File: config.mk
export PLATFORM = sky130hd
export DESIGN_NAME = vdu_queue
export DESIGN_NICKNAME = d
export VERILOG_FILES = /design/src/design/vdu_pkg.sv /design/src/design/vdu_queue.sv
export SDC_FILE = /design/constraint.sdc
export NUM_CORES = 1
export LEC_CHECK = 0
export ABC_AREA = 1
export CAP_MARGIN = 5
export CORE_ASPECT_RATIO = 1.1
export CORE_MARGIN = 2
export CORE_UTILIZATION = 49
export CTS_BUF_LIST = sky130_fd_sc_hd__clkbuf_4 sky130_fd_sc_hd__clkbuf_8
export CTS_CLUSTER_SIZE = 16
export DETAILED_ROUTE_END_ITERATION = 16
export DONT_BUFFER_PORTS = 1
export PLACE_DENSITY = 0.68
export SYNTH_ARGS = -nofsm -noshare
export SYNTH_HDL_FRONTEND = slang
export SYNTH_SLANG_ARGS = --single-unit
File: constraint.sdc
create_clock -name clk -period 21 [get_ports clk]
set_input_delay 3.15 -clock clk [delete_from_list [all_inputs] [get_ports clk]]
set_output_delay 3.15 -clock clk [all_outputs]
set_load 0.01 [all_outputs]
File: src/design/vdu_pkg.sv
// Shared types, constants and arithmetic helpers for the vector distance unit.
`default_nettype none
package vdu_pkg;

  localparam int SUM_W          = 48;
  localparam int MAX_DIM_DEF    = 1024;
  localparam int ELEM_WIDTH_DEF = 16;
  localparam int QUEUE_DEPTH    = 2;
  localparam int WIDE_W         = 66;

  localparam logic [1:0] MODE_L1     = 2'd0;
  localparam logic [1:0] MODE_L2     = 2'd1;
  localparam logic [1:0] MODE_COSINE = 2'd2;
  localparam logic [1:0] MODE_INNER  = 2'd3;

  typedef logic [1:0] mode_t;
  typedef logic signed [SUM_W-1:0] sum_t;

  typedef struct packed {
    mode_t mode;
    sum_t  psum;
    sum_t  nxsum;
    sum_t  nysum;
  } vdu_entry_t;

  function automatic sum_t sat48(input logic signed [WIDE_W-1:0] v);
    logic signed [WIDE_W-1:0] hi;
    logic signed [WIDE_W-1:0] lo;
    begin
      hi = (WIDE_W'(signed'(1)) <<< (SUM_W-1)) - WIDE_W'(signed'(1));
      lo = -(hi + WIDE_W'(signed'(1)));
      if (v > hi) begin
        sat48 = {1'b0, {(SUM_W-1){1'b1}}};
      end else if (v < lo) begin
        sat48 = {1'b1, {(SUM_W-1){1'b0}}};
      end else begin
        sat48 = v[SUM_W-1:0];
      end
    end
  endfunction

endpackage
`default_nettype wire

File: src/design/vdu_queue.sv
// Small FIFO of closed vector sums between front and back.
`default_nettype none
module vdu_queue (
  input  wire logic               clk,
  input  wire logic               rst,
  input  wire logic               push,
  input  wire vdu_pkg::vdu_entry_t push_data,
  input  wire logic               pop,
  output vdu_pkg::vdu_entry_t     pop_data,
  output logic                    empty,
  output logic [$clog2(vdu_pkg::QUEUE_DEPTH+1)-1:0] count
);
  import vdu_pkg::*;

  localparam int PW = (QUEUE_DEPTH > 1) ? $clog2(QUEUE_DEPTH) : 1;

  vdu_entry_t     store [QUEUE_DEPTH];
  logic [PW-1:0]  wr_ptr;
  logic [PW-1:0]  rd_ptr;

  assign empty    = (count == '0);
  assign pop_data = store[rd_ptr];

  always_ff @(posedge clk) begin
    if (push) begin
      store[wr_ptr] <= push_data;
    end
  end

  always_ff @(posedge clk) begin
    if (rst) begin
      wr_ptr <= '0;
      rd_ptr <= '0;
      count  <= '0;
    end else begin
      if (push) begin
        wr_ptr <= (wr_ptr == PW'(QUEUE_DEPTH-1)) ? '0 : wr_ptr + 1'b1;
      end
      if (pop) begin
        rd_ptr <= (rd_ptr == PW'(QUEUE_DEPTH-1)) ? '0 : rd_ptr + 1'b1;
      end
      count <= count + (push ? 1'b1 : 1'b0) - (pop ? 1'b1 : 1'b0);
    end
  end
endmodule
`default_nettype wire

; After elaboration in Yosys (flattened, before gate mapping)
; Memory sizes are Yosys's and may differ from the RTL's. A register that Yosys moved wholly into a read port is not among the register bits.
; Index checks and enable logic that the tools add are counted.
[word_totals]
output_inout_bits = 149
wordCells = 17
mem_bits_rw = 292
inputBits = 150
memories = 1
reg_bits = 4
[classes]
muxes = 8
n_reduce_logical = 1
n_addsub = 4
[mem_list]
columns = name, words, width, read_ports, rd_clocked_by_memory_dff, write_ports, line_no
row1 = store, 2, 146, 1, 1, 1, vdu_queue.sv:17  ; vdu_entry_t store [QUEUE_DEPTH];
[op_table]
columns = operator, count
row1 = $mux W1, 8
row2 = $add A1 B1 Y1 const B, 2
row3 = $add A2 B1 Y2, 1
row4 = $logic_not A2 Y1, 1
row5 = $sub A2 B1 Y2, 1

; Logic depth before layout (Yosys ltp)
[logic_depth]
word_depth = 4
ltp_mapped = 9
depth_no_buf = 9

; Least setup slack after synthesis
; Ideal clock, no wire load.
[synth_path]
path_kind = input to register
from = input push
to = memory store[0][0] (netlist bit) (enable)
setup_time_ns = 0.657
arrival_time_ns = 9.295
path_buffers = 0
required_ns = 20.343
cell_stages = 2
setup_slack_ns = 11.048
cell_sequence = inv_1 nor2_1
[synth_between]
elab_chain_len = 2
[synth_lines]
columns = item, line_no
row1 = "start, declared", vdu_queue.sv:6  ; input wire logic push,
row2 = $mux W1, vdu_queue.sv:25  ; if (push) begin
row3 = $mux W1 (implied by the code), vdu_queue.sv:26  ; store[wr_ptr] <= push_data;
row4 = "end, declared", vdu_queue.sv:17
; No other way between the ends.

==> results.toml <==
[floorplanning]
fp.dieH_um = 160
dieArea_um2 = 23300
ioPinCount = 299
core_um2 = 21900
start_util = 0.495
chipWidth_um = 146
rows = 57

[sta]
period_minus_slack_ns = 6.01
rsz0062_at_grt = "no"
hold_slack_ns = 0.522
finalSetupViolCount = 0
tightest_slew_ns = 1.03
maxSlewViolCount = 0
hold_viol_final = 0
finalClockSkew_ns = 0.0110
fin_crit_sh = 0.286
timing.fmax_mhz = 166
setup_tns_ns = 0
slew_headroom = 0.315

[cts]
ctsResizeCount = 0
cts_tree = "yes"
cts-root-buf = "clkbuf_8"
cts_buffers = 46
clock_sinks = 297
clkTransAtPathRegs_ns = 0.06
post_cts_buffers = 0
holdBufCountCts = 0
clock_latency_ns = 0.54
clockBufferDepth = 3
cts_htree_levels = 2

[place]
portBuffers = 0
place_hpwl_um = 12500
gp_congestion = 0.714

[critical_path]
worstPathRequired_ns = 17.85
path_depth = 2
worstPathBufferInverterCount = 1
endpoint_kind = "output port"
rr_worst_depth = 3
crit_path_max_incr_delay_ns = 0.91
cp_max_fo = 79
path_class = "flip-flop to output port"
crit_path_start_kind = "flip-flop"
cpMaxStageDelayCell = "dfxtp_4"
critical-path-top-delay-family = "flip-flops"
arrival_ns = 2.86
crit_chain = "buf_4, mux2_2"

[synth]
synth.distinct_cells = 13
yosysTopAreaCell = "edfxtp_1"
ys_seq_area_frac = 0.818
syn_area_um2 = 10800
synth_top_area_frac = 0.809
ys_ff_latch = 297
yosysWarnings = 0
synth.area.top_cells = "edfxtp_1 (81%), mux2_2 (15%), clkbuf_8 (1.3%), dfxtp_1 (0.92%), buf_6 (0.62%)"
synth_nets = 636
syn_inst = 484
avgSynthCellArea_um2 = 22.4

[global_routing]
antenna_found_initial = 1
grt-ovfl-total = 0
grt_pass1_vias = 4830
grt_first_pass_wirelength_um = 27300
grt_max_degree = 80
grt_usage = 0.154

[routing]
wl_per_cell_um = 21.7
via_per_inst = 5.24
drt_wl_total_um = 18500
num_vias = 4456
drc = 0
dr.pass1.iters = 4
ant_nets = 0
detail_route.iter0.violations = 199

[job]
max_cap_viol_count = 0

[layout]
drive_gt1_frac = 0.406
nets = 672
area_delta_synth_final_pct = 10.7
finish.utilization = 0.548

[power_and_ir_drop]
p_per_area_nw_per_um2 = 105
ir_drop_mv = 0.104
p_leak_uw = 0.00392

[min_path]
whs_path_depth = 2
hold_class = "flip-flop to flip-flop"

[outcome]
status = "complete, no violations"
[synth_stat cells]
master	instances
dfxtp_1	5
buf_6	6
nand2_1	4
clkbuf_8	10
a21oi_1	1
ha_1	2
mux2_2	146
nor3_1	1
xnor2_1	1
nor2_1	7
inv_1	8
nand3_1	1
edfxtp_1	292
[stage by stage]
step / area (um2) / instances / worst slack, ns / power [uW]
3_5_place_dp: 11000 / 767 / 15.50 / 798
6_report: 12000 / 851 / 14.99 / 1260
4_1_cts: 12000 / 849 / 14.91 / 1280
2_1_floorplan: 10800 / 484 / 11.05 / 790
5_1_grt: 12000 / 849 / 14.79 / 1310
3_3_place_gp: 11000 / 767 / 15.60 / 794
[worst register-to-register path, cell delays in order, from the launching register on]
cell and delay, ns:
dfxtp_1 0.39, nand2_1 0.13, inv_6 0.46, buf_4 0.84
[placed cells by master (no fill, tap or decap)]
cell type   netlist  final
edfxtp_1        292    292
mux2_2          146    146
clkbuf_8         10     49
clkbuf_4          0     16
clkinv_1          0     10
inv_1             8      7
nor2_1            7      6
nand2_1           4      4
dfxtp_1           5      4
buf_4             0      4
bufinv_16         0      3
clkinv_2          0      3
diode_2           0      2
ha_1              2      2
inv_6             0      1
nor2_4            0      1
xnor2_1           1      1
a21oi_1           1      1
nand3_1           1      1
nor3_1            1      1
dfxtp_4           0      1
clkinvlp_4        0      1
[power by group]
| part | switching (uW) | leakage (uW) | internal, uW |
|---|---|---|---|
| combinational | 50.1 | 0.000646 | 33.0 |
| clock | 201 | 0.000496 | 280 |
| sequential | 12.6 | 0.00278 | 688 |
[kinds of logic (layout without fill, tap and decap cells)]
kind of cell,after synthesis,in the layout,synth area share
DFF,297,297,0.818
muxes,146,146,0.152
buffers and inverters,24,94,0.0217
and+or+nand+nor,13,13,0.00473
adders and majority gates,2,2,0.00231
AOI/OAI and AO/OA,1,1,0.000461
xor gates and xnor gates,1,1,0.000808
other,0,2,0
[metal layers]
| layer | track usage | wire length, um |
|---|---|---|
| met5 | 0 | 0 |
| met4 | 0.0588 | 451 |
| met3 | 0.106 | 2850 |
| met2 | 0.253 | 9000 |
| met1 | 0.153 | 6200 |
[cell type report]
| type | instances | area, um2 |
|---|---|---|
| clock buffers | 65 | 795 |
| inverters | 8 | 35.0 |
| diodes | 2 | 5.00 |
| repair buffers | 4 | 30.0 |
| clock inverters | 17 | 150 |
| fillers | 1687 | 9900 |
| multi-input cells | 163 | 1740 |
| flip-flops and latches | 297 | 8870 |
| well taps | 295 | 369 |
[registers in the layout, summed over array words and instances (netlist names), named ones only]
register and flops:
rd_ptr 1, store 292, wr_ptr 1, count 2
[path summary, 6_finish.rpt]
check / to / slack [ns] / from
setup / recovery: pop_data[133] / 14.99 / flip-flop
hold / removal: rd_ptr / 0.52 / rd_ptr
setup reg to reg: store[1][56] / 18.67 / wr_ptr
hold reg to reg: rd_ptr / 0.52 / rd_ptr
Power figures use the tool's default switching activity.
