==> config.mk <==
export PLATFORM = sky130hd
export DESIGN_NAME = vdu_front
export DESIGN_NICKNAME = d
export VERILOG_FILES = /design/src/design/vdu_pkg.sv /design/src/design/vdu_front.sv
export SDC_FILE = /design/constraint.sdc
export NUM_CORES = 2
export LEC_CHECK = 0
export BUFFER_PORTS_ARGS = -buffer_cell sky130_fd_sc_hd__buf_2
export CORE_UTILIZATION = 25
export DETAILED_ROUTE_END_ITERATION = 7
export GPL_ROUTABILITY_DRIVEN = 0
export GPL_TIMING_DRIVEN = 0
export PLACE_DENSITY = 0.4
export SETUP_SLACK_MARGIN = 0.2
export SYNTH_ARGS = -nofsm -noshare
export SYNTH_HDL_FRONTEND = slang
export SYNTH_SLANG_ARGS = --single-unit
==> constraint.sdc <==
create_clock -name clk -period 12.5 [get_ports clk]
set_clock_uncertainty 0.15 [all_clocks]
set_input_delay 0.625 -clock clk [delete_from_list [all_inputs] [get_ports clk]]
set_output_delay 0.625 -clock clk [all_outputs]
set_load 0.01 [all_outputs]
==> src/design/vdu_pkg.sv <==
// Shared types, constants and arithmetic helpers for the vector distance unit.
`default_nettype none
package vdu_pkg;

  localparam int SUM_W          = 48;
  localparam int MAX_DIM_DEF    = 1024;
  localparam int ELEM_WIDTH_DEF = 16;
  localparam int QUEUE_DEPTH    = 2;
  localparam int WIDE_W         = 66;

  localparam logic [1:0] MODE_L1     = 2'd0;
  localparam logic [1:0] MODE_L2     = 2'd1;
  localparam logic [1:0] MODE_COSINE = 2'd2;
  localparam logic [1:0] MODE_INNER  = 2'd3;

  typedef logic [1:0] mode_t;
  typedef logic signed [SUM_W-1:0] sum_t;

  typedef struct packed {
    mode_t mode;
    sum_t  psum;
    sum_t  nxsum;
    sum_t  nysum;
  } vdu_entry_t;

  function automatic sum_t sat48(input logic signed [WIDE_W-1:0] v);
    logic signed [WIDE_W-1:0] hi;
    logic signed [WIDE_W-1:0] lo;
    begin
      hi = (WIDE_W'(signed'(1)) <<< (SUM_W-1)) - WIDE_W'(signed'(1));
      lo = -(hi + WIDE_W'(signed'(1)));
      if (v > hi) begin
        sat48 = {1'b0, {(SUM_W-1){1'b1}}};
      end else if (v < lo) begin
        sat48 = {1'b1, {(SUM_W-1){1'b0}}};
      end else begin
        sat48 = v[SUM_W-1:0];
      end
    end
  endfunction

endpackage
`default_nettype wire

==> src/design/vdu_front.sv <==
// Front end: accepts element pairs, forms terms, accumulates saturating sums.
`default_nettype none
module vdu_front #(
  parameter int MAX_DIM    = vdu_pkg::MAX_DIM_DEF,
  parameter int ELEM_WIDTH = vdu_pkg::ELEM_WIDTH_DEF
) (
  input  wire logic                    clk,
  input  wire logic                    rst,
  input  wire logic                    in_valid,
  output logic                         in_ready,
  input  wire logic signed [ELEM_WIDTH-1:0] x_elem,
  input  wire logic signed [ELEM_WIDTH-1:0] y_elem,
  input  wire logic                    last_elem,
  input  wire vdu_pkg::mode_t          metric_mode,
  input  wire logic [$clog2(vdu_pkg::QUEUE_DEPTH+1)-1:0] q_count,
  output logic                         push,
  output vdu_pkg::vdu_entry_t          push_data
);
  import vdu_pkg::*;

  localparam int CW = $clog2(MAX_DIM + 1);
  localparam int AW = ELEM_WIDTH + 1;
  localparam int QCW = $clog2(QUEUE_DEPTH + 1);

  function automatic sum_t sq_sat(input logic [AW-1:0] a);
    logic [2*AW-1:0] prod;
    begin
      prod = a * a;
      if (WIDE_W'(a) > (WIDE_W'(1) << 24)) begin
        sq_sat = {1'b0, {(SUM_W-1){1'b1}}};
      end else begin
        sq_sat = sat48(signed'(WIDE_W'(prod)));
      end
    end
  endfunction

  logic                       accept;
  logic [CW-1:0]              count;
  logic signed [AW-1:0]       diff;
  logic [AW-1:0]              adiff;
  logic [AW-1:0]              ax;
  logic [AW-1:0]              ay;
  logic signed [2*ELEM_WIDTH-1:0] xy;
  sum_t                       term;

  logic  s1_valid;
  logic  s1_last;
  logic  s1_add;
  mode_t s1_mode;
  sum_t  s1_term;
  sum_t  s1_tx;
  sum_t  s1_ty;

  sum_t  psum;
  sum_t  nxsum;
  sum_t  nysum;
  sum_t  psum_next;
  sum_t  nxsum_next;
  sum_t  nysum_next;

  assign in_ready = (QCW'(32'(q_count) + ((s1_valid && s1_last) ? 1 : 0)) < QCW'(QUEUE_DEPTH));
  assign accept   = in_valid && in_ready;

  always_comb begin
    diff  = AW'(x_elem) - AW'(y_elem);
    adiff = diff[AW-1] ? AW'(-diff) : AW'(diff);
    ax    = x_elem[ELEM_WIDTH-1] ? AW'(-AW'(x_elem)) : AW'(x_elem);
    ay    = y_elem[ELEM_WIDTH-1] ? AW'(-AW'(y_elem)) : AW'(y_elem);
    xy    = (2*ELEM_WIDTH)'(x_elem) * (2*ELEM_WIDTH)'(y_elem);
    unique case (metric_mode)
      MODE_L1:     term = SUM_W'(adiff);
      MODE_L2:     term = sq_sat(adiff);
      default:     term = sat48(WIDE_W'(xy));
    endcase
  end

  always_comb begin
    psum_next  = sat48(WIDE_W'(psum) + WIDE_W'(s1_term));
    nxsum_next = sat48(WIDE_W'(nxsum) + WIDE_W'(s1_tx));
    nysum_next = sat48(WIDE_W'(nysum) + WIDE_W'(s1_ty));
    if (!s1_add) begin
      psum_next  = psum;
      nxsum_next = nxsum;
      nysum_next = nysum;
    end
  end

  assign push = s1_valid && s1_last;
  assign push_data = '{mode: s1_mode, psum: psum_next, nxsum: nxsum_next, nysum: nysum_next};

  always_ff @(posedge clk) begin
    s1_last <= last_elem;
    s1_mode <= metric_mode;
    s1_term <= term;
    s1_tx   <= sq_sat(ax);
    s1_ty   <= sq_sat(ay);
    s1_add  <= (count < CW'(MAX_DIM));
  end

  always_ff @(posedge clk) begin
    if (rst) begin
      s1_valid <= 1'b0;
      count    <= '0;
      psum     <= '0;
      nxsum    <= '0;
      nysum    <= '0;
    end else begin
      s1_valid <= accept;
      if (accept) begin
        if (last_elem) begin
          count <= '0;
        end else if (count < CW'(MAX_DIM)) begin
          count <= count + 1'b1;
        end
      end
      if (s1_valid) begin
        if (s1_last) begin
          psum  <= '0;
          nxsum <= '0;
          nysum <= '0;
        end else begin
          psum  <= psum_next;
          nxsum <= nxsum_next;
          nysum <= nysum_next;
        end
      end
    end
  end
endmodule
`default_nettype wire

# [After elaboration in Yosys (flattened, before gate mapping)]
# Index checks and enable logic that the tools add are counted.
[word_totals] output_inout_bits=148 reg_bits=276 input_bits=40 wordCells=61
[op_classes] n_reduce_logical=5 add_sub_neg=9 n_lt_le_gt_ge=10 multipliers=4 eq_ne=1 n_mux=21
[op_table] cell="$mux 48" count=14
[op_table] cell="$gt 49x48->1 const B" count=3
[op_table] cell="$lt 49x48->1 const B" count=3
[op_table] cell="$mul 17x17->34" count=3
[op_table] cell="$add 48x35->49" count=2
[op_table] cell="$pmux 48 s2" count=1
[op_table] cell="$mux 17" count=3
[op_table] cell="$add 48x48->49" count=1
[op_table] cell="$gt 32x48->1 const B" count=1
[op_table] cell="$lt 32x48->1 const B" count=1
[op_table] cell="$neg 16->17" count=2
[op_table] cell="$mul 16x16->32" count=1
[op_table] cell="$mux 11" count=2
[op_table] cell="$neg 17->17" count=1
[op_table] cell="$sub 16x16->17" count=1
[op_table] cell="$add 11x1->11 const B" count=1
[op_table] cell="$lt 11x11->1 const B" count=1
[op_table] cell="$add 2x1->2" count=1
[op_table] cell="$eq 2x1->1 const B" count=1
[op_table] cell="$logic_and 1x1->1" count=2
[op_table] cell="$logic_not 2->1" count=1
[op_table] cell="$lt 2x2->1 const B" count=1
[op_table] cell="$reduce_and 2->1" count=1
[op_table] cell="$reduce_bool 2->1" count=1
[op_table] cell="$mux 1" count=1

# [Logic depth before layout (Yosys ltp)]
[depth] word_depth=6 ltp_mapped=39 ltp_nobuf=37

# [Worst setup path after synthesis]
# OpenSTA, ideal clock, no wires.
[synth_timing] kind="input to register" from="in x_elem[0]" to="reg s1_term[32]" setup_ns=0.141 t_required_ns=12.209 cell_stages=35 setup_slack_ns=3.126 n_path_buf=3 arrival_ns=9.083 path_cell_list="clkinv_1 clkbuf_1 ha_1 fa_1 nor2b_4 o31a_4 o311a_1 o41a_2 a2bb2oi_2 buf_4 a21oi_1 xor2_1 buf_2 nor2_1 fa_1 inv_1 fa_1 fa_1 inv_1 fa_1 fa_1 inv_1 fa_1 inv_1 ha_1 a21o_1 a211oi_1 o31ai_1 a31o_2 nand2_1 a41oi_1 or4_1 a31oi_1 xor2_1 o21ai_0"
[synth_between] elab_chain_len=5 word_cells_on_any_way=10 cone_classes="add/sub (2); mul (2); order compare (2); mux (4)"
[synth_lines] item="from (decl)" line="vdu_front.sv:11" rtl="input wire logic signed [ELEM_WIDTH-1:0] x_elem,"
[synth_lines] item="$sub 16x16->17 or $mul 16x16->32 (tied branches)" line="vdu_front.sv:65, vdu_front.sv:69"
[synth_lines] item="$neg 17->17 or $lt 32x48->1 (tied branches)" line="vdu_front.sv:66, vdu_pkg.sv:34"
[synth_lines] item="$mux 17 or $mux 48 (tied branches)" line="vdu_front.sv:66, vdu_pkg.sv:34"
[synth_lines] item="$mul 17x17->34 or $mux 48 (tied branches)" line="vdu_front.sv:28, vdu_pkg.sv:32"
[synth_lines] item="$pmux 48 s2 *" line="vdu_front.sv:70" rtl="unique case (metric_mode)"
[synth_lines] item="named net term[32]" line="vdu_front.sv:44" rtl="sum_t term;"
[synth_lines] item="to (signal assigned)" line="vdu_front.sv:94" rtl="s1_term <= term;"
[synth_lines] item="to (decl)" line="vdu_front.sv:50" rtl="sum_t s1_term;"
# Mark *: on every way through the listed nets, which the timed path passes. The rest lies on a longest branch.
# A chain may end at the register's enable or synchronous reset.

# [Final worst setup path]
# Same ends and word-level chain as after synthesis.

==> Implementation_results.wiki <==
{| class="wikitable"
! Metric !! Value
|-
| Clock Sink Count || about 260
|-
| Count of cell types in the netlist || about 110
|-
| Global route overflow || 0
|-
| Mapped Avg Cell Area || 8.58 um2
|-
| Most frequent cells in the layout || inv_1, fa_1, nand2_1
|-
| Filler Cell Count || between 20,000 and 25,000
|-
| Pins Over Slew Limit || 0
|-
| H-tree levels || 2
|-
| Design area || approximately 0.058 mm2
|-
| Share of cells above drive strength 1 || approximately 6.6%
|-
| Number of routed nets with antenna violations || 0
|-
| Clock transition at path regs || 0.11 ns
|-
| Count of final hold-check violations || 0
|-
| Global routing usage summed across all routing layers || 17.3%
|-
| DR iter-0 viols || between 2,000 and 2,500
|-
| Nature of the critical path startpoint || primary input
|-
| Final number of setup-violating endpoints || 0
|-
| Via count || slightly above 40,000
|-
| Die H || roughly 460 um
|-
| Maximum number of pins on one net before global-route repair || 14
|-
| Crit-path max FO || 11
|-
| Total number of yosys warnings || 0
|-
| Die area || around 0.21 mm2
|-
| Critical-path cell with the highest stage delay || xnor2_1
|-
| Initial DRT Pass Iterations || 5
|-
| Routed WL || 180,000 um
|-
| Cts bufs inserted || 34
|-
| Headroom to the max-slew limit || 2.38%
|-
| Place WS || -0.0248 ns
|-
| Tcrit/Tclk final || between 90% and 100%
|-
| Unrepaired setup endpoints after global routing || no
|-
| I/O Pins || ~190
|-
| Most used flip-flop cell after synthesis || dfxtp_1
|-
| Fmax achieved || between 80 and 90 MHz
|-
| Layout Nets || 7,760
|-
| Critical path endpoint category || register
|-
| Status || finished, final reports clean
|-
| Instance count after placement with tap cells included || about 9,000
|-
| Area growth syn-to-layout || 11.4%
|-
| Fraction of registers with async set or reset after synthesis || 0%
|-
| HP Class || in2reg
|-
| First-pass GRT wire length || ~270,000 um
|-
| Horizontal die dimension || around 460 um
|-
| Core Footprint || roughly 0.20 mm2
|-
| Clock insertion delay at the later pin of the skew report || 0.60 ns
|-
| Max capacitance violation total || 0
|-
| Largest buffer count on any clock path || 3
|-
| Final critical-path setup slack || 0.889 ns
|-
| Actual slew at the worst max-slew pin || 1.45 ns
|-
| Count of mapped cells out of synthesis || 6,028
|-
| Count of port buffers added during placement || roughly 190
|-
| Seq/Total Area, Yosys || 10.1%
|-
| Buffer type at the clock tree root || clkbuf_16
|-
| Floorplan row count || 166
|-
| Initial Util || 25.2%
|-
| Via count of the first global-routing pass || approximately 44,000
|-
| Total half-perimeter wirelength after legalization and detailed placement || between 150,000 and 200,000 um
|-
| Average wire per cell in the routed design || between 15 and 20 um
|-
| Required time worst endpoint || 12.76 ns
|-
| Cell area after synthesis || 0.0517 mm2
|-
| DRC || 0
|-
| Most common cell after layout, fill and taps aside || inv_1
|-
| Vias per Instance || 4.59
|-
| CTS tree || yes
|-
| Post-CTS setup buffers || 0
|-
| Count of flip-flops with a built-in enable after synthesis || 0
|-
| Shortest period the worst path allows || roughly 12 ns
|-
| Hold WS || between 0.09 and 0.1 ns
|-
| Max stage delay on crit path || ~0.70 ns
|-
| CP Class || in2reg
|-
| Final std cells w/o fill || 9,059
|-
| Critical path arrival || between 10 and 15 ns
|-
| Most used cell along the critical path || fa_1
|-
| FF+latch count, synth || around 260
|-
| Number of antenna violations at the first check in global routing || 37
|-
| Post-placement cell area || between 0.05 and 0.06 mm2
|}
-- kinds of logic after synthesis --
family / after synthesis / share of synthesized area [%]
and+or+nand+nor: 1484 / 13.0
adders and majority gates: 1390 / 45.8
buffers and inverters: 1389 / 10.3
AOI/OAI and AO/OA: 1160 / 14.6
xor gates and xnor gates: 295 / 5.10
DFF: 262 / 10.1
muxes: 46 / 1.01
other: 2 / 0.0145
-- Yosys cell counts, types with 8 or more instances --
cell type	n	share of area [%]
buf_4	9	0.13
clkbuf_1	181	1.3
buf_2	25	0.24
nand2_1	577	4.2
nand2b_1	60	0.73
nand4_1	43	0.52
a211o_1	8	0.14
nor3_1	60	0.58
a21boi_0	15	0.22
mux2_2	39	0.85
fa_1	840	33
and2_1	92	1.1
o31ai_1	28	0.41
o31a_1	10	0.17
o221ai_1	9	0.15
o21a_1	38	0.55
dfxtp_1	262	10
clkinv_1	11	0.080
a211oi_1	32	0.46
buf_1	8	0.058
o21ai_1	28	0.27
xnor2_1	193	3.3
or2_2	15	0.18
o211ai_1	13	0.19
or3_1	16	0.19
o21ai_0	226	2.2
ha_1	543	13
a21o_1	118	1.7
a31oi_1	57	0.69
inv_1	1143	8.3
nor2b_1	29	0.35
and3_1	30	0.36
a21oi_1	348	3.4
xor2_1	95	1.6
nand3_1	63	0.61
a21oi_2	8	0.14
nor2_1	448	3.3
a22o_1	79	1.3
o21bai_1	43	0.62
a311oi_1	8	0.14
-- per-stage QoR --
stage / TNS [ns] / utilization (%)
finish: 0 / 28.1
global route: 0 / 28.1
global placement: -0.0957 / 27.5
CTS: 0 / 28.1
detailed placement: -0.0248 / 27.5
floorplan: 0 / -
-- worst max-delay path, delay by kind of cell --
family                   cells  cell delay, ns
AO/OA/AOI/OAI               10            2.67
XOR/XNOR                     2            0.80
adder cells (fa/ha/maj)      9            4.17
buffers and inverters       11            2.51
AND/OR/NAND/NOR              7            1.06
-- layout make-up --
cell class | count | area, um2 | area share (%)
diodes | 9 | 22.5 | 0.0391
clock inverters | 13 | 203 | 0.352
repair buffers | 191 | 972 | 1.69
well taps | 2688 | 3360 | 5.84
inverters | 1161 | 4360 | 7.58
multi-input cells | 4459 | 41500 | 72.0
clock buffers | 48 | 995 | 1.73
plain buffers | 228 | 957 | 1.66
flip-flops and latches | 262 | 5250 | 9.11
-- state kept, by name (all words and copies together) (netlist names) --
register  cells
nxsum        48
nysum        48
psum         48
s1_term      36
s1_tx        33
s1_ty        33
count        11
s1_mode       2
s1_add        1
s1_last       1
s1_valid      1
-- routing by layer --
metal  part of all wire, %  up-vias  global-route usage (%)  wire length, um
met5                 0.047        -                       0               85
met4                   2.2       14                    3.86             3970
met3                   3.4      160                    1.24             6080
met2                    47      707                    29.2            84800
met1                    47    20844                    23.8            85100
li1                      -    19873                       -                -
-- timing repair --
item / in CTS / in global routing
endpoints found under the setup margin: 0 / 1
endpoints found under the hold margin: 1 / 0
gates resized for setup: 0 / 2
hold buffers: 1 / 0
-- path summary, 6_finish.rpt --
path	start	to	slack, ns	cells after the start
hold / removal	metric_mode[1]	s1_mode[1]	0.1	1
hold reg to reg	count[10]	s1_add	0.29	1
setup / recovery	x_elem[0]	s1_term[32]	0.89	39
setup reg to reg	s1_tx[0]	nxsum[22]	7.95	13
Power is left out: the tool's default activity adds up to more than one toggle a clock period on the data nets, which glitch-free logic cannot reach.
