### config.mk
export PLATFORM = sky130hd
export DESIGN_NAME = vdu_back
export DESIGN_NICKNAME = d
export VERILOG_FILES = /design/src/design/vdu_pkg.sv /design/src/design/vdu_back.sv
export SDC_FILE = /design/constraint.sdc
export NUM_CORES = 2
export LEC_CHECK = 0
export ABC_AREA = 1
export BUFFER_PORTS_ARGS = -buffer_cell sky130_fd_sc_hd__buf_2
export CAP_MARGIN = 20
export CORE_AREA = 10 10 429 431
export DETAILED_ROUTE_END_ITERATION = 10
export DIE_AREA = 0 0 439 441
export PLACE_DENSITY = 0.64
export SLEW_MARGIN = 15
export SYNTH_ARGS = -nofsm -noshare
export SYNTH_HDL_FRONTEND = slang
export SYNTH_SLANG_ARGS = --single-unit
### constraint.sdc
create_clock -name clk -period 16.9 [get_ports clk]
set_input_delay 0.845 -clock clk [delete_from_list [all_inputs] [get_ports clk]]
set_output_delay 0.845 -clock clk [all_outputs]
set_load 0.01 [all_outputs]
### src/design/vdu_pkg.sv
// Shared types, constants and arithmetic helpers for the vector distance unit.
`default_nettype none
package vdu_pkg;

  localparam int SUM_W          = 48;
  localparam int MAX_DIM_DEF    = 1024;
  localparam int ELEM_WIDTH_DEF = 16;
  localparam int QUEUE_DEPTH    = 2;
  localparam int WIDE_W         = 66;

  localparam logic [1:0] MODE_L1     = 2'd0;
  localparam logic [1:0] MODE_L2     = 2'd1;
  localparam logic [1:0] MODE_COSINE = 2'd2;
  localparam logic [1:0] MODE_INNER  = 2'd3;

  typedef logic [1:0] mode_t;
  typedef logic signed [SUM_W-1:0] sum_t;

  typedef struct packed {
    mode_t mode;
    sum_t  psum;
    sum_t  nxsum;
    sum_t  nysum;
  } vdu_entry_t;

  function automatic sum_t sat48(input logic signed [WIDE_W-1:0] v);
    logic signed [WIDE_W-1:0] hi;
    logic signed [WIDE_W-1:0] lo;
    begin
      hi = (WIDE_W'(signed'(1)) <<< (SUM_W-1)) - WIDE_W'(signed'(1));
      lo = -(hi + WIDE_W'(signed'(1)));
      if (v > hi) begin
        sat48 = {1'b0, {(SUM_W-1){1'b1}}};
      end else if (v < lo) begin
        sat48 = {1'b1, {(SUM_W-1){1'b0}}};
      end else begin
        sat48 = v[SUM_W-1:0];
      end
    end
  endfunction

endpackage
`default_nettype wire

### src/design/vdu_back.sv
// Back end: final scaling, bit-serial square root and divide, output register.
`default_nettype none
module vdu_back (
  input  wire logic                clk,
  input  wire logic                rst,
  input  wire logic                q_empty,
  input  wire vdu_pkg::vdu_entry_t q_data,
  output logic                     pop,
  output logic                     out_valid,
  input  wire logic                out_ready,
  output vdu_pkg::sum_t            out_value
);
  import vdu_pkg::*;

  localparam logic [2:0] ST_IDLE = 3'd0;
  localparam logic [2:0] ST_SQRT = 3'd1;
  localparam logic [2:0] ST_MUL  = 3'd2;
  localparam logic [2:0] ST_DIV  = 3'd3;
  localparam logic [2:0] ST_FIN  = 3'd4;

  logic [2:0]  state;
  mode_t       mode;
  sum_t        psum;
  sum_t        nysum;
  sum_t        res;

  logic [63:0] sq_n;
  logic [33:0] sq_rem;
  logic [31:0] sq_root;
  logic [4:0]  sq_cnt;
  logic        sq_second;
  logic [33:0] sq_rem_sh;
  logic [33:0] sq_trial;
  logic        sq_ge;
  logic [31:0] sq_root_next;

  logic [31:0] rx;
  logic [31:0] ry;
  logic [63:0] den;
  logic [63:0] dv;
  logic [64:0] dv_rem;
  logic [63:0] quo;
  logic [5:0]  dv_cnt;
  logic [64:0] dv_rem_sh;
  logic        dv_ge;
  logic [47:0] pabs;
  logic signed [WIDE_W-1:0] qs;
  logic        load_out;

  assign pop      = (state == ST_IDLE) && !q_empty;
  assign load_out = (state == ST_FIN) && (!out_valid || out_ready);

  always_comb begin
    sq_rem_sh    = {sq_rem[31:0], sq_n[63:62]};
    sq_trial     = {sq_root, 2'b01};
    sq_ge        = (sq_rem_sh >= sq_trial);
    sq_root_next = {sq_root[30:0], sq_ge};
    dv_rem_sh    = {dv_rem[63:0], dv[63]};
    dv_ge        = (dv_rem_sh >= {1'b0, den});
    pabs         = psum[SUM_W-1] ? 48'(-psum) : 48'(psum);
    qs           = signed'(WIDE_W'({quo[62:0], dv_ge}));
  end

  always_ff @(posedge clk) begin
    unique case (state)
      ST_IDLE: begin
        mode   <= q_data.mode;
        psum   <= q_data.psum;
        nysum  <= q_data.nysum;
        sq_rem <= '0;
        sq_root <= '0;
        sq_cnt <= '0;
        sq_second <= 1'b0;
        if (q_data.mode == MODE_L2) begin
          sq_n <= q_data.psum[SUM_W-1] ? 64'd0 : 64'({q_data.psum, 8'd0});
        end else begin
          sq_n <= {q_data.nxsum, 16'd0};
        end
        unique case (q_data.mode)
          MODE_L1:     res <= sat48(WIDE_W'(q_data.psum) <<< 4);
          MODE_INNER:  res <= q_data.psum >>> 8;
          default:     res <= SUM_W'(131072);
        endcase
      end
      ST_SQRT: begin
        sq_n    <= {sq_n[61:0], 2'b00};
        sq_rem  <= sq_ge ? sq_rem_sh - sq_trial : sq_rem_sh;
        sq_root <= sq_root_next;
        sq_cnt  <= sq_cnt + 1'b1;
        if (sq_cnt == 5'd31) begin
          res <= SUM_W'(sq_root_next);
          if (!sq_second) begin
            rx        <= sq_root_next;
            sq_second <= 1'b1;
            sq_n      <= {nysum, 16'd0};
            sq_rem    <= '0;
            sq_root   <= '0;
          end else begin
            ry <= sq_root_next;
          end
        end
      end
      ST_MUL: begin
        den    <= rx * ry;
        dv     <= {pabs, 16'd0};
        dv_rem <= '0;
        quo    <= '0;
        dv_cnt <= '0;
      end
      ST_DIV: begin
        dv     <= {dv[62:0], 1'b0};
        dv_rem <= dv_ge ? dv_rem_sh - {1'b0, den} : dv_rem_sh;
        quo    <= {quo[62:0], dv_ge};
        dv_cnt <= dv_cnt + 1'b1;
        if (dv_cnt == 6'd63) begin
          res <= psum[SUM_W-1] ? sat48(WIDE_W'(65536) + qs) : sat48(WIDE_W'(65536) - qs);
        end
      end
      default: begin
      end
    endcase
    if (load_out) begin
      out_value <= res;
    end
  end

  always_ff @(posedge clk) begin
    if (rst) begin
      state     <= ST_IDLE;
      out_valid <= 1'b0;
    end else begin
      if (load_out) begin
        out_valid <= 1'b1;
      end else if (out_ready) begin
        out_valid <= 1'b0;
      end
      unique case (state)
        ST_IDLE: begin
          if (!q_empty) begin
            if (q_data.mode == MODE_L2) begin
              state <= ST_SQRT;
            end else if (q_data.mode == MODE_COSINE &&
                         q_data.nxsum > 0 && q_data.nysum > 0) begin
              state <= ST_SQRT;
            end else begin
              state <= ST_FIN;
            end
          end
        end
        ST_SQRT: begin
          if (sq_cnt == 5'd31) begin
            if (mode == MODE_L2) begin
              state <= ST_FIN;
            end else if (sq_second) begin
              state <= ST_MUL;
            end
          end
        end
        ST_MUL: state <= ST_DIV;
        ST_DIV: begin
          if (dv_cnt == 6'd63) begin
            state <= ST_FIN;
          end
        end
        ST_FIN: begin
          if (load_out) begin
            state <= ST_IDLE;
          end
        end
        default: state <= ST_IDLE;
      endcase
    end
  end
endmodule
`default_nettype wire

; Word-level counts from Yosys, hierarchy flattened
; Cells that the tools add are included.
[word_totals]
ff_bits = 657
in_bits = 150
output_inout_bits = 50
word_cells = 114
[classes]
n_addsub = 7
mul = 1
n_lt_le_gt_ge = 10
n_eq_ne = 15
mux = 43
bitwise_logic = 1
n_reduce_logical = 18
[op_table]
columns = cell, n
row1 = two-way mux 48 bit, 10
row2 = case mux 64 bit (2 select lines), 3
row3 = two-way mux 64 bit, 4
row4 = two-way mux 32 bit, 5
row5 = case mux 48 bit (3 select lines), 1
row6 = case mux 32 bit (2 select lines), 2
row7 = case mux 63 bit (2 select lines), 1
row8 = "> comparator 48 x 1 -> 1 bit, second input constant", 2
row9 = case mux 48 bit (2 select lines), 1
row10 = "less-than comparator 66 x 48 -> 1 bit, second input constant", 1
row11 = "adder 17 x 64 -> 65 bit, first input constant", 1
row12 = >= comparator 65 x 64 -> 1 bit, 1
row13 = "> comparator 65 x 47 -> 1 bit, second input constant", 1
row14 = "> comparator 65 x 48 -> 1 bit, second input constant", 1
row15 = "less-than comparator 65 x 48 -> 1 bit, second input constant", 1
row16 = "subtractor 17 x 64 -> 65 bit, first input constant", 1
row17 = multiplier 32 x 32 -> 64 bit, 1
row18 = subtractor 64 bit, 1
row19 = two-way mux 55 bit, 1
row20 = "> comparator 52 x 48 -> 1 bit, second input constant", 1
row21 = "less-than comparator 52 x 48 -> 1 bit, second input constant", 1
row22 = negation 48 bit, 1
row23 = >= comparator 34 bit, 1
row24 = subtractor 32 bit, 1
row25 = 28 further kinds, 51

; Depth between registers and ports, before layout
[depth]
depth_word = 8
ltp_mapped = 37
depth_no_buf = 35

; Least setup slack after synthesis
; OpenSTA, ideal clock, no wires.
[synth_timing]
kind = reg2reg
from = register state[1]
to = register sq_cnt[0] (enable)
setup_time_ps = 488
arrival_ps = 10864
t_required_ps = 16412
setup_slack_ps = 5548
path_stages_with_launch = 4
path_buffers = 0
synth_period_minus_slack_ps = 11352
path_cell_list = dfxtp_1 -> nor3_1 -> inv_1 -> nand2_1
[synth_between]
elab_chain_len = 2
elab_cells_between_ends = 3
classes_between = eq/ne: 1 / reduce/logical: 2
[synth_lines]
columns = item, line
row1 = from (decl), vdu_back.sv:21  ; logic [2:0] state;
row2 = from (signal assigned), vdu_back.sv:129  ; state <= ST_IDLE;
row3 = from (signal assigned), vdu_back.sv:141  ; state <= ST_SQRT;
row4 = from (signal assigned), vdu_back.sv:144  ; state <= ST_SQRT;
row5 = == test 3 x 1 -> 1 bit or logical NOT 3 bit (tied branches), vdu_back.sv:65  ; unique case (state)
row6 = nonzero test 2 bit (no line) *, n/a
row7 = to (signal assigned), vdu_back.sv:89  ; sq_cnt <= sq_cnt + 1'b1;
row8 = to (decl), vdu_back.sv:30  ; logic [4:0] sq_cnt;
; Mark *: on every way between the ends. The rest lies on a longest branch, timed or not.
; A chain may end at the register's enable or synchronous reset.

; Worst setup path in the final report
[layout_timing]
from = register rx[7]
to = register den[60] (data pin)
[layout_between]
elab_chain_len = 1
[layout_lines]
columns = item, line
row1 = from (decl), vdu_back.sv:37  ; logic [31:0] rx;
row2 = from (signal assigned), vdu_back.sv:93  ; rx <= sq_root_next;
row3 = multiplier 32 x 32 -> 64 bit, vdu_back.sv:104  ; den <= rx * ry;
row4 = to (signal assigned), vdu_back.sv:104
row5 = to (decl), vdu_back.sv:39  ; logic [63:0] den;
; Every way passes these cells.

==> impl_metrics.csv <==
group,metric,value,unit
timing,finalHoldViolations,0,
synth,syn_area_per_cell,8.459,µm²
clock_tree,clock_path_buffers,3,
power_and_ir_drop,leakagePower,37.56,nW
floorplan,start_util,39.68,%
timing,setup_viol,0,
setup_path,crit_family,"adder cells",
synth,synthAdderAreaFrac,32.57,%
synth,synthSimpleGateAreaFrac,17.08,%
synth,synth_ff_type,"edfxtp_1",
timing,final.setup.tns,0,ns
setup_path,worstRegToRegCells,33,
synth,synth_cell_types,64,
timing,max-slew-margin-rel,29.08,%
setup_path,path_buf_inv,10,
clock_tree,htree_num_levels,3,
route,met1_length,85.58,mm
synth,synth-compound-area-share,7.253,%
route,drt-initial-drc-count,4376,
synth,synth-edff-count,629,
final_layout,multi_input_area,42170,µm²
synth,synth_largest_area_cell,"edfxtp_1",
setup_path,start_kind,"flop",
route,wirelength,208.0,mm
final_layout,instances_no_fill,10670,
clock_tree,cts_resized,0,
clock_tree,insertion_delay,0.69,ns
grt,grt_pass1_wl,329.0,mm
clock_tree,path_clk_slew,0.06,ns
grt,grt_pass1_vias,57680,
hold_path,hold_depth,1,
setup_path,critical_path.max_fanout,22,
run,drv_cap,0,
floorplan,ios,200,
setup_path,cpPeakStageDelay,0.65,ns
synth,syn_area,69570,µm²
grt,antenna_found_initial,17,
route,route.detailed.drc,0,
synth,synth-xor-area-share,3.573,%
floorplan,dieArea,193600,µm²
final_layout,final-seq-area,18970,µm²
route,drtAntennaViolNets,0,
setup_path,crit_path_end_kind,"flop",
synth,synth_async_sr_flop_share,0,%
setup_path,critical_path_arrival,8.92,ns
setup_path,cp_slowest_cell,"o21ai_0",
timing,slew_violations,0,
final_layout,area_growth,8.438,%
grt,grt_overflow,0,
timing,layout_min_cycle_time,8.504,ns
hold_path,hold_path_class,"primary input to flop",
setup_path,r2r-end,"den[60]",
synth,syn_inst,8225,
synth,seq_area_frac_synth,27.26,%
synth,ys_top_cells_by_area,"edfxtp_1, fa_1, inv_1, nand2_1, ha_1",
power_and_ir_drop,ir_drop,124.6,µV
setup_path,path_class,"flop to flop",
setup_path,cp-startpoint,"rx[7]",
timing,fmax,0.1176,GHz
synth,synth_top_family_by_area,"adder cells",
synth,synth_common_cells,"inv_1, nand2_1, fa_1, edfxtp_1, nor2_1",
grt,grt_use_total,21.51,%
power_and_ir_drop,powerDensity,104.4,nW/µm²
placement,globalplace.congestion,0.9508,
route,route.met3.wl,15.53,mm
grt,grt_max_degree,167,
synth,synth_top_area_share,27.15,%
placement,place_hpwl,162.1,mm
route,highest-signal-layer,"met5",
synth,yosysWarnings,0,
final_layout,fillers,17460,
clock_tree,numClockSinks,633,
route,vias,55190,
timing,worstMarginPinSlew,1.064,ns
hold_path,holdPathEnd,"nysum[22]",
synth,synthMuxAreaShare,0,%
timing,skew,0.02945,ns
final_layout,layout-drive-gt1-share,6.069,%
floorplan,core,175300,µm²
clock_tree,cts_setup_buffers,0,
placement,dp_cells,10520,
timing,finalCritPeriodShare,50.32,%
clock_tree,cts_hold_buf,0,
route,drt-pass1-iter-count,6,
setup_path,cpMostUsedCell,"inv_1",
route,routed-wl-met2,98.55,mm
final_layout,fin_nets,9683,
synth,synth_most_common_cell,"inv_1",
setup_path,cp_data_required_time,17.32,ns
setup_path,r2r_start,"rx[7]",
synth,synth-seq-cells,633,
synth,synth_nets,9648,
clock_tree,cts_tree,"built",
outcome,status,"complete, no violations",
clock_tree,numCtsBuffers,77,
floorplan,rows,154,
timing,rsz0062_at_grt,"no",
route,viasPerCell,5.174,
placement,io_buffers,199,
floorplan,fp.dieH,441,µm
clock_tree,cts.root.buffer_cell,"clkbuf_16",
hold_path,hold_start,"q_data[22]",
route,wire_per_inst,19.50,µm
setup_path,rrSetupSlack,8.40,ns
floorplan,die_w,439,µm
-- cell type report --
class / instances / share of cell area [%]
Clock inverter: 50 / 0.5771
Antenna cell: 6 / 0.01990
Sequential cell: 633 / 25.14
Inverter: 1908 / 9.496
Multi-Input combinational cell: 5345 / 55.90
Timing Repair Buffer: 295 / 2.309
Clock buffer: 90 / 2.675
Tap cell: 2340 / 3.881
-- metal layers --
layer | GRT usage [%] | vias to the layer above
li1 | - | 25430
met1 | 27.96 | 27180
met2 | 36.20 | 2117
met3 | 3.630 | 435
met4 | 7.485 | 24
met5 | 0 | -
-- power breakdown --
part / switching [mW] / total [mW] / internal (mW) / leakage, nW
clock: 0.734 / 1.65 / 0.914 / 1.19
sequential: 0.394 / 2.98 / 2.58 / 6.16
combinational: 2.26 / 3.25 / 0.994 / 30.2
-- flip-flops by register name, indices dropped and copies added (netlist names), 48 cells and up --
register,count
den,64
dv,48
dv_rem,64
nysum,48
out_value,48
psum,48
quo,63
res,48
sq_n,56
-- placed cells by master (no fill, tap or decap), types with 7 or more instances in the layout --
cell	n
a21boi_0	8
a21o_1	12
a21oi_1	354
a21oi_2	10
a22oi_1	31
a31oi_1	39
buf_2	199
buf_4	94
clkbuf_1	11
clkbuf_16	79
clkinv_1	13
clkinv_2	14
clkinvlp_4	7
edfxtp_1	629
fa_1	897
ha_1	376
inv_1	1889
inv_2	16
nand2_1	1883
nand2_2	10
nand3_1	225
nand3_2	11
nand4_1	75
nor2_1	499
nor2_2	9
nor2_4	7
nor3_1	67
nor3_2	11
nor3b_1	7
nor4_1	69
o2111ai_1	37
o21a_1	14
o21ai_0	321
o21ai_1	7
o21bai_1	12
xnor2_1	82
xor2_1	200
-- stage by stage --
| stage | util [%] | power, mW | setup slack, ns | hold slack [ns] | area (µm²) |
|---|---|---|---|---|---|
| after floorplan | - | 5.227 | 5.548 | 0.4003 | 69570 |
| after global placement | 41.61 | 6.183 | 8.527 | 0.4004 | 72960 |
| after detailed placement | 41.61 | 6.222 | 8.485 | 0.4045 | 72960 |
| after CTS | 43.01 | 7.897 | 8.465 | 0.3150 | 75410 |
| after global routing | 43.02 | 8.399 | 7.816 | 0.3355 | 75430 |
| final | 43.03 | 7.874 | 8.396 | 0.3605 | 75440 |
-- logic make-up after synthesis --
family          after synthesis
compound gates              893
xor+xnor                    283
fa+ha+maj                  1273
buf+inv                    2247
flops                       633
simple gates               2896
-- worst max-delay path by stage --
stage | endpoint | slack, ns | depth (start not counted)
finish | den[60] | 8.40 | 33
global route | den[59] | 7.82 | 29
CTS | den[57] | 8.46 | 29
detailed placement | den[57] | 8.48 | 29
global placement | den[61] | 8.53 | 31
floorplan | sq_cnt[0] | 5.55 | 3
Note: power is estimated with default switching activity, not from simulation.
